[config.mk]
export PLATFORM = sky130hd
export DESIGN_NAME = sorted_key_value_table_unit
export DESIGN_NICKNAME = d
export VERILOG_FILES = /design/src/rtl/skvt_pkg.sv /design/src/rtl/sorted_key_value_table_unit.sv /design/src/rtl/skvt_ram.sv /design/src/rtl/skvt_seq.sv
export SDC_FILE = /design/constraint.sdc
export NUM_CORES = 2
export LEC_CHECK = 0
export ABC_AREA = 0
export BUFFER_PORTS_ARGS = -buffer_cell sky130_fd_sc_hd__buf_4
export CAP_MARGIN = 20
export CORE_UTILIZATION = 45
export CTS_CLUSTER_SIZE = 28
export DETAILED_ROUTE_END_ITERATION = 10
export HOLD_SLACK_MARGIN = 0.03
export REMOVE_ABC_BUFFERS = 1
export SLEW_MARGIN = 20
export SYNTH_ARGS = -nofsm -noshare
export SYNTH_HDL_FRONTEND = slang
export SYNTH_SLANG_ARGS = --single-unit
export TNS_END_PERCENT = 1
[constraint.sdc]
create_clock -name aclk -period 5.1 [get_ports aclk]
set_input_delay 1.02 -clock aclk [delete_from_list [all_inputs] [get_ports aclk]]
set_output_delay 1.02 -clock aclk [all_outputs]
set_load 0.1 [all_outputs]
[src/rtl/skvt_pkg.sv]
// Shared types for the sorted key/value table.
// Holds the request status codes, the sequencer state type and the result record.
// No dependencies.
package skvt_pkg;

    typedef enum logic [1:0] {
        STATUS_HIT   = 2'd0,
        STATUS_MISS  = 2'd1,
        STATUS_WRITE = 2'd2,
        STATUS_FULL  = 2'd3
    } status_t;

    typedef enum logic [2:0] {
        S_IDLE,
        S_SEARCH,
        S_COMPARE,
        S_VALUE_RD,
        S_SHIFT_RD,
        S_SHIFT_WR,
        S_DONE
    } seq_state_t;

    typedef struct packed {
        status_t     status;
        logic [31:0] found_value;
        logic [6:0]  entry_count;
    } result_t;

endpackage

[src/rtl/sorted_key_value_table_unit.sv]
// Top level of the sorted key/value table: sequencer, key and value RAMs, result register.
// Depends on skvt_pkg, skvt_ram and skvt_seq.
//
//   channel  direction  ports                                           transfer when
//   s_       in         s_req_type, s_lookup_key, s_entry_value         s_valid && s_ready
//   m_       out        m_status, m_found_value, m_entry_count          m_valid && m_ready
//
// Binary search makes each probe as a RAM read (S_SEARCH), then a compare (S_COMPARE).
// A lookup hit adds a value read (S_VALUE_RD); insert of a new key moves each entry above
// the insertion point up by one, with a read (S_SHIFT_RD) and a write (S_SHIFT_WR) per entry.
// aresetn clears the sequencer and the fill count; RAM contents stay undefined.
// A new request is taken while the previous result waits in the output register.
module sorted_key_value_table_unit
    import skvt_pkg::*;
#(
    parameter int CAPACITY = 64
) (
    input  logic        aclk,
    input  logic        aresetn,
    input  logic        s_valid,
    output logic        s_ready,
    input  logic        s_req_type,
    input  logic [15:0] s_lookup_key,
    input  logic [31:0] s_entry_value,
    output logic        m_valid,
    input  logic        m_ready,
    output logic [1:0]  m_status,
    output logic [31:0] m_found_value,
    output logic [6:0]  m_entry_count
);

    localparam int AW = (CAPACITY > 1) ? $clog2(CAPACITY) : 1;

    logic          res_valid;
    logic          res_ready;
    result_t       res;
    logic [AW-1:0] ram_raddr;
    logic [AW-1:0] ram_waddr;
    logic [15:0]   key_rdata;
    logic [31:0]   val_rdata;
    logic          key_we;
    logic          val_we;
    logic [15:0]   key_wdata;
    logic [31:0]   val_wdata;

    logic          m_valid_reg;
    result_t       m_res_reg;

    skvt_seq #(
        .CAPACITY (CAPACITY)
    ) u_seq (
        .aclk        (aclk),
        .aresetn     (aresetn),
        .in_valid    (s_valid),
        .in_ready    (s_ready),
        .in_req_type (s_req_type),
        .in_key      (s_lookup_key),
        .in_value    (s_entry_value),
        .res_valid   (res_valid),
        .res_ready   (res_ready),
        .res         (res),
        .ram_raddr   (ram_raddr),
        .key_rdata   (key_rdata),
        .val_rdata   (val_rdata),
        .key_we      (key_we),
        .val_we      (val_we),
        .ram_waddr   (ram_waddr),
        .key_wdata   (key_wdata),
        .val_wdata   (val_wdata)
    );

    skvt_ram #(
        .WIDTH (16),
        .DEPTH (CAPACITY)
    ) u_key_ram (
        .aclk  (aclk),
        .we    (key_we),
        .waddr (ram_waddr),
        .wdata (key_wdata),
        .raddr (ram_raddr),
        .rdata (key_rdata)
    );

    skvt_ram #(
        .WIDTH (32),
        .DEPTH (CAPACITY)
    ) u_value_ram (
        .aclk  (aclk),
        .we    (val_we),
        .waddr (ram_waddr),
        .wdata (val_wdata),
        .raddr (ram_raddr),
        .rdata (val_rdata)
    );

    // output register frees the sequencer as soon as the slot is empty or draining
    assign res_ready = !m_valid_reg || m_ready;

    always_ff @(posedge aclk) begin
        if (!aresetn) begin
            m_valid_reg <= 1'b0;
        end else if (res_ready) begin
            m_valid_reg <= res_valid;
        end
    end

    always_ff @(posedge aclk) begin
        if (res_valid && res_ready) begin
            m_res_reg <= res;
        end
    end

    assign m_valid       = m_valid_reg;
    assign m_status      = m_res_reg.status;
    assign m_found_value = m_res_reg.found_value;
    assign m_entry_count = m_res_reg.entry_count;

endmodule

[src/rtl/skvt_ram.sv]
// Generic single-write, single-read RAM with registered read data.
// No dependencies.
module skvt_ram #(
    parameter int WIDTH = 16,
    parameter int DEPTH = 64
) (
    input  logic                                   aclk,
    input  logic                                   we,
    input  logic [(DEPTH > 1 ? $clog2(DEPTH) : 1)-1:0] waddr,
    input  logic [WIDTH-1:0]                       wdata,
    input  logic [(DEPTH > 1 ? $clog2(DEPTH) : 1)-1:0] raddr,
    output logic [WIDTH-1:0]                       rdata
);

    logic [WIDTH-1:0] mem [DEPTH];
    logic [WIDTH-1:0] rdata_reg;

    always_ff @(posedge aclk) begin
        if (we) begin
            mem[waddr] <= wdata;
        end
        rdata_reg <= mem[raddr];
    end

    assign rdata = rdata_reg;

endmodule

[src/rtl/skvt_seq.sv]
// Search and shift sequencer for the sorted key/value table.
// Drives the key and value RAMs through one read and one write port each.
// Depends on skvt_pkg.
module skvt_seq
    import skvt_pkg::*;
#(
    parameter int CAPACITY = 64,
    localparam int AW = (CAPACITY > 1) ? $clog2(CAPACITY) : 1,
    localparam int CW = $clog2(CAPACITY + 1)
) (
    input  logic          aclk,
    input  logic          aresetn,
    // request
    input  logic          in_valid,
    output logic          in_ready,
    input  logic          in_req_type,
    input  logic [15:0]   in_key,
    input  logic [31:0]   in_value,
    // result
    output logic          res_valid,
    input  logic          res_ready,
    output result_t       res,
    // RAM ports
    output logic [AW-1:0] ram_raddr,
    input  logic [15:0]   key_rdata,
    input  logic [31:0]   val_rdata,
    output logic          key_we,
    output logic          val_we,
    output logic [AW-1:0] ram_waddr,
    output logic [15:0]   key_wdata,
    output logic [31:0]   val_wdata
);

    localparam logic [CW-1:0] CAP_C = CW'(CAPACITY);
    localparam logic [CW-1:0] ONE_C = CW'(1);

    seq_state_t     state_reg, state_next;
    logic           insert_reg, insert_next;
    logic [15:0]    key_reg, key_next;
    logic [31:0]    value_reg, value_next;
    logic [CW-1:0]  lo_reg, lo_next;
    logic [CW-1:0]  hi_reg, hi_next;
    logic [CW-1:0]  mid_reg, mid_next;
    logic [CW-1:0]  pos_reg, pos_next;
    logic [CW-1:0]  idx_reg, idx_next;
    logic [CW-1:0]  fill_reg, fill_next;
    result_t        res_reg, res_next;

    logic [CW:0]    mid_sum;
    logic [CW-1:0]  mid_w;
    logic [CW-1:0]  idx_dec;
    logic [CW-1:0]  fill_inc;

    assign mid_sum  = {1'b0, lo_reg} + {1'b0, hi_reg};
    assign mid_w    = mid_sum[CW:1];
    assign idx_dec  = idx_reg - ONE_C;
    assign fill_inc = fill_reg + ONE_C;

    always_ff @(posedge aclk) begin
        if (!aresetn) begin
            state_reg <= S_IDLE;
            fill_reg  <= '0;
        end else begin
            state_reg <= state_next;
            fill_reg  <= fill_next;
        end
    end

    always_ff @(posedge aclk) begin
        insert_reg <= insert_next;
        key_reg    <= key_next;
        value_reg  <= value_next;
        lo_reg     <= lo_next;
        hi_reg     <= hi_next;
        mid_reg    <= mid_next;
        pos_reg    <= pos_next;
        idx_reg    <= idx_next;
        res_reg    <= res_next;
    end

    always_comb begin
        state_next  = state_reg;
        insert_next = insert_reg;
        key_next    = key_reg;
        value_next  = value_reg;
        lo_next     = lo_reg;
        hi_next     = hi_reg;
        mid_next    = mid_reg;
        pos_next    = pos_reg;
        idx_next    = idx_reg;
        fill_next   = fill_reg;
        res_next    = res_reg;

        in_ready  = 1'b0;
        res_valid = 1'b0;
        ram_raddr = mid_reg[AW-1:0];
        key_we    = 1'b0;
        val_we    = 1'b0;
        ram_waddr = pos_reg[AW-1:0];
        key_wdata = key_reg;
        val_wdata = value_reg;

        unique case (state_reg)
            S_IDLE: begin
                in_ready = 1'b1;
                if (in_valid) begin
                    insert_next = in_req_type;
                    key_next    = in_key;
                    value_next  = in_value;
                    lo_next     = '0;
                    hi_next     = fill_reg;
                    state_next  = S_SEARCH;
                end
            end
            S_SEARCH: begin
                ram_raddr = mid_w[AW-1:0];
                if (lo_reg < hi_reg) begin
                    mid_next   = mid_w;
                    state_next = S_COMPARE;
                end else begin
                    // key absent; lo is the insertion point
                    pos_next = lo_reg;
                    if (!insert_reg) begin
                        res_next   = '{STATUS_MISS, 32'd0, 7'(fill_reg)};
                        state_next = S_DONE;
                    end else if (fill_reg >= CAP_C) begin
                        res_next   = '{STATUS_FULL, 32'd0, 7'(fill_reg)};
                        state_next = S_DONE;
                    end else begin
                        idx_next   = fill_reg;
                        state_next = S_SHIFT_RD;
                    end
                end
            end
            S_COMPARE: begin
                if (key_rdata < key_reg) begin
                    lo_next    = mid_reg + ONE_C;
                    state_next = S_SEARCH;
                end else if (key_rdata > key_reg) begin
                    hi_next    = mid_reg;
                    state_next = S_SEARCH;
                end else if (insert_reg) begin
                    // existing key: overwrite value in place
                    val_we     = 1'b1;
                    ram_waddr  = mid_reg[AW-1:0];
                    res_next   = '{STATUS_WRITE, 32'd0, 7'(fill_reg)};
                    state_next = S_DONE;
                end else begin
                    state_next = S_VALUE_RD;
                end
            end
            S_VALUE_RD: begin
                res_next   = '{STATUS_HIT, val_rdata, 7'(fill_reg)};
                state_next = S_DONE;
            end
            S_SHIFT_RD: begin
                if (idx_reg > pos_reg) begin
                    ram_raddr  = idx_dec[AW-1:0];
                    state_next = S_SHIFT_WR;
                end else begin
                    key_we     = 1'b1;
                    val_we     = 1'b1;
                    fill_next  = fill_inc;
                    res_next   = '{STATUS_WRITE, 32'd0, 7'(fill_inc)};
                    state_next = S_DONE;
                end
            end
            S_SHIFT_WR: begin
                // move entry idx-1 up to idx
                key_we     = 1'b1;
                val_we     = 1'b1;
                ram_waddr  = idx_reg[AW-1:0];
                key_wdata  = key_rdata;
                val_wdata  = val_rdata;
                idx_next   = idx_dec;
                state_next = S_SHIFT_RD;
            end
            S_DONE: begin
                res_valid = 1'b1;
                if (res_ready) begin
                    state_next = S_IDLE;
                end
            end
            default: begin
                state_next = S_IDLE;
            end
        endcase
    end

    assign res = res_reg;

    a_fill_bound: assert property (@(posedge aclk) disable iff (!aresetn)
        fill_reg <= CAP_C)
        else $error("fill count above capacity");

    a_search_order: assert property (@(posedge aclk) disable iff (!aresetn)
        (state_reg == S_SEARCH) |-> (lo_reg <= hi_reg && hi_reg <= fill_reg))
        else $error("search bounds out of order");

    a_fill_step: assert property (@(posedge aclk) disable iff (!aresetn)
        (aresetn && $past(aresetn)) |->
            (fill_reg == $past(fill_reg) || fill_reg == $past(fill_reg) + ONE_C))
        else $error("fill count moved by more than one");

    a_shift_above_pos: assert property (@(posedge aclk) disable iff (!aresetn)
        (state_reg == S_SHIFT_WR) |-> (idx_reg > pos_reg && idx_reg < CAP_C))
        else $error("shift write outside the moved range");

    a_done_release: assert property (@(posedge aclk) disable iff (!aresetn)
        (res_valid && res_ready) |=> (state_reg == S_IDLE))
        else $error("sequencer did not return to idle after result transfer");

endmodule

==> flow_summary.json <==
{
  "status": "finished clean",
  "synth_edf_count": 3238,
  "dp_hpwl_um": 244900,
  "holdBufCountCts": 0,
  "critPathLaunch": "u_seq.idx_reg[2]",
  "die-area_um2": 290700,
  "layout_common_cells": "edfxtp_1 (3,238), nand2_1 (2,433), nand3_1 (999), buf_4 (537), clkbuf_16 (352)",
  "arrival_ns": 5.76,
  "rows": 196,
  "first_pass_iters": 6,
  "synth_fa_ha_area_share_pct": 0.3913,
  "syn-cell-area_um2": 129800,
  "clkSlewWorstSetupHoldPaths_ns": 0.06,
  "critPathKind": "register to register",
  "r2r_end": "u_value_ram.rdata[25]",
  "worst_slew_pin_slew_ns": 1.178,
  "reg2reg_depth": 14,
  "end_kind": "register",
  "grtUsageMet3_pct": 4.434,
  "antenna_found_initial": 12,
  "grt_setup_unrepaired": "false",
  "ios": 96,
  "drc": 0,
  "min_period_ns": 4.948,
  "setup_viol": 0,
  "yosys.area_share.simple_pct": 13.22,
  "synth_top_family_by_area": "simple AND/OR/NAND/NOR gates",
  "grt_usage_pct": 27.08,
  "critPathLaunchType": "register",
  "rrSetupSlack_ns": 0.15,
  "clockRootBuffer": "clkbuf_16",
  "placed_area_um2": 139300,
  "die_y_um": 539.1,
  "grt_start_max_net_pins": 109,
  "grt_pass1_wl_um": 569400,
  "muxShareOfSynthArea_pct": 3.423,
  "cts_tree": "yes",
  "p_per_area_nw_per_um2": 742.6,
  "num-nets-final": 9683,
  "viasPerCell": 6.034,
  "finalMaxSlewViolations": 0,
  "design.core.area_um2": 285900,
  "wl_per_cell_um": 29.50,
  "ys_warn_count": 0,
  "async_flop_share_pct": 0,
  "skew_ns": 0.04459,
  "start_util_pct": 45.40,
  "r2r-start": "u_seq.idx_reg[2]",
  "fmax_ghz": 0.2021,
  "grtUsageMet2_pct": 43.18,
  "clockBufferDepth": 4,
  "multi_input_area_um2": 29520,
  "grt_overflow": 0,
  "cts_buffers": 343,
  "synth_ff_type": "edfxtp_1",
  "maxCapViolations": 0,
  "min_path_type": "primary input to register",
  "drive_gt1_share_pct": 15.12,
  "layout_commonest_cell": "edfxtp_1",
  "fin_area_um2": 150300,
  "grtUsageMet1_pct": 36.32,
  "hold_viol_final": 0,
  "die_w_um": 539.1,
  "synth_cell_types": 76,
  "required_ns": 5.92,
  "port_buffers": 95,
  "fillers": 23393,
  "post_cts_buffers": 0,
  "gp_congestion": 0.9039,
  "totalWireLength_um": 401800,
  "worst_hold_slack_ns": 0.2987,
  "via_count": 82177,
  "fin_cells": 13619,
  "syn2layout_area_growth_pct": 15.77,
  "relSlewSlack_pct": 21.49,
  "largest_reg_flops": 2048,
  "ant_nets": 0,
  "syn_inst": 9165,
  "p_leak_nw": 51.02,
  "ys_ff_latch": 3297,
  "synth_compound_area_share_pct": 4.698,
  "synth.yosys.seq_area_share_pct": 75.81,
  "clk_latency_ns": 0.89,
  "min_period_over_period_pct": 97.03,
  "peakVddDrop_uv": 1047,
  "grt_pass1_vias": 78812,
  "synth_xor_area_share_pct": 0.1687,
  "drt_iter0_markers": 10590,
  "path_max_fanout": 27,
  "ctsResizeCount": 1,
  "busiest_layer": "met2",
  "cts.sinks": 3297,
  "dpl.cell_count": 13003,
  "regArea_um2": 98410,
  "critPathCapture": "u_value_ram.rdata[25]",
  "avgSynthCellArea_um2": 14.17,
  "cts_max_level": 5
}
[final cells by class]
| class | instances | area share [%] |
|---|---|---|
| Multi-Input combinational cell | 5240 | 19.64 |
| Timing Repair Buffer | 661 | 4.369 |
| Tap cell | 3762 | 3.132 |
| Clock buffer | 438 | 6.222 |
| Antenna cell | 2 | 0.003330 |
| Inverter | 47 | 0.1190 |
| Sequential cell | 3297 | 65.48 |
| Clock inverter | 172 | 1.033 |
[worst min path at each step]
| stage | start | slack [ns] | depth (start not counted) | endpoint |
|---|---|---|---|---|
| final | s_entry_value[19] | 0.30 | 1 | u_seq.value_reg[19] |
| after global routing | s_entry_value[19] | 0.25 | 1 | u_seq.value_reg[19] |
| after floorplan | u_seq.res[0] | 0.40 | 0 | m_entry_count[0] |
| after global placement | u_seq.res[32] | 0.40 | 0 | m_found_value[25] |
| after detailed placement | u_seq.res[25] | 0.41 | 0 | m_found_value[18] |
| after CTS | s_entry_value[19] | 0.23 | 1 | u_seq.value_reg[19] |
[through the flow]
stage | power [W] | setup TNS, ns | setup WS (ns) | util, %
final | 0.1116 | 0 | 0.1517 | 52.56
after global routing | 0.1155 | 0 | 0.01794 | 52.56
after CTS | 0.1113 | 0 | 0.2703 | 52.52
after detailed placement | 0.08683 | -0.03979 | -0.03096 | 48.70
after global placement | 0.08625 | 0 | 0.02617 | 48.67
after floorplan | 0.04982 | -2415.54 | -55.56 | -
[routing by layer]
layer,share of wire [%],up-vias
met2,47,4542
li1,-,35151
met4,5.3,2
met3,9.2,847
met5,0.0032,-
met1,39,41635
[cell families (layout without fill, tap and decap cells)]
| kind of cell | after synthesis | in the layout |
|---|---|---|
| and+or+nand+nor | 4007 | 4007 |
| AOI/OAI and AO/OA | 892 | 892 |
| DFF | 3297 | 3297 |
| other | 0 | 2 |
| adders and majority gates | 40 | 40 |
| xor gates and xnor gates | 25 | 25 |
| muxes | 276 | 276 |
| buffers and inverters | 628 | 1318 |
[cells in the mapped netlist (all sizes together) (19+ instances only)]
master,n,area [um^2]
buf,419,2188
o22ai,32,200.2
edfxtp,3238,97230
a221oi,35,355.3
o21ai,68,340.3
inv,47,176.4
mux4,134,3018
a32oi,91,797.0
nor4,19,118.9
mux2i,138,1381
xnor2,21,183.9
and2,46,287.8
a31oi,239,1495
nand4,49,306.5
clkbuf,162,608.1
nor3,39,195.2
a311oi,72,630.6
nor2,206,805.8
ha,39,488.0
a21oi,211,1060
nand3,1000,5005
dfxtp,59,1181
a22oi,26,195.2
nand2,2470,9271
and3,133,832.1
[report_power, final]
part | internal (W) | total [W] | switching (W)
Clock | 0.0142 | 0.0246 | 0.0104
Sequential | 0.0332 | 0.0338 | 0.000582
Combinational | 0.0159 | 0.0533 | 0.0374
[critical path, stage by stage, from the launching register on]
cell	delay (ns)
edfxtp_1	0.52
ha_1	0.38
a21oi_1	0.19
a21oi_1	0.15
o32ai_4	0.68
a221o_4	0.39
buf_12	0.21
buf_4	0.39
buf_4	0.42
nand2_1	0.08
and3_1	0.17
a31oi_1	0.13
o21ai_0	0.09
o22ai_1	0.78
o22a_1	0.26
Power figures use the tool's default switching activity.
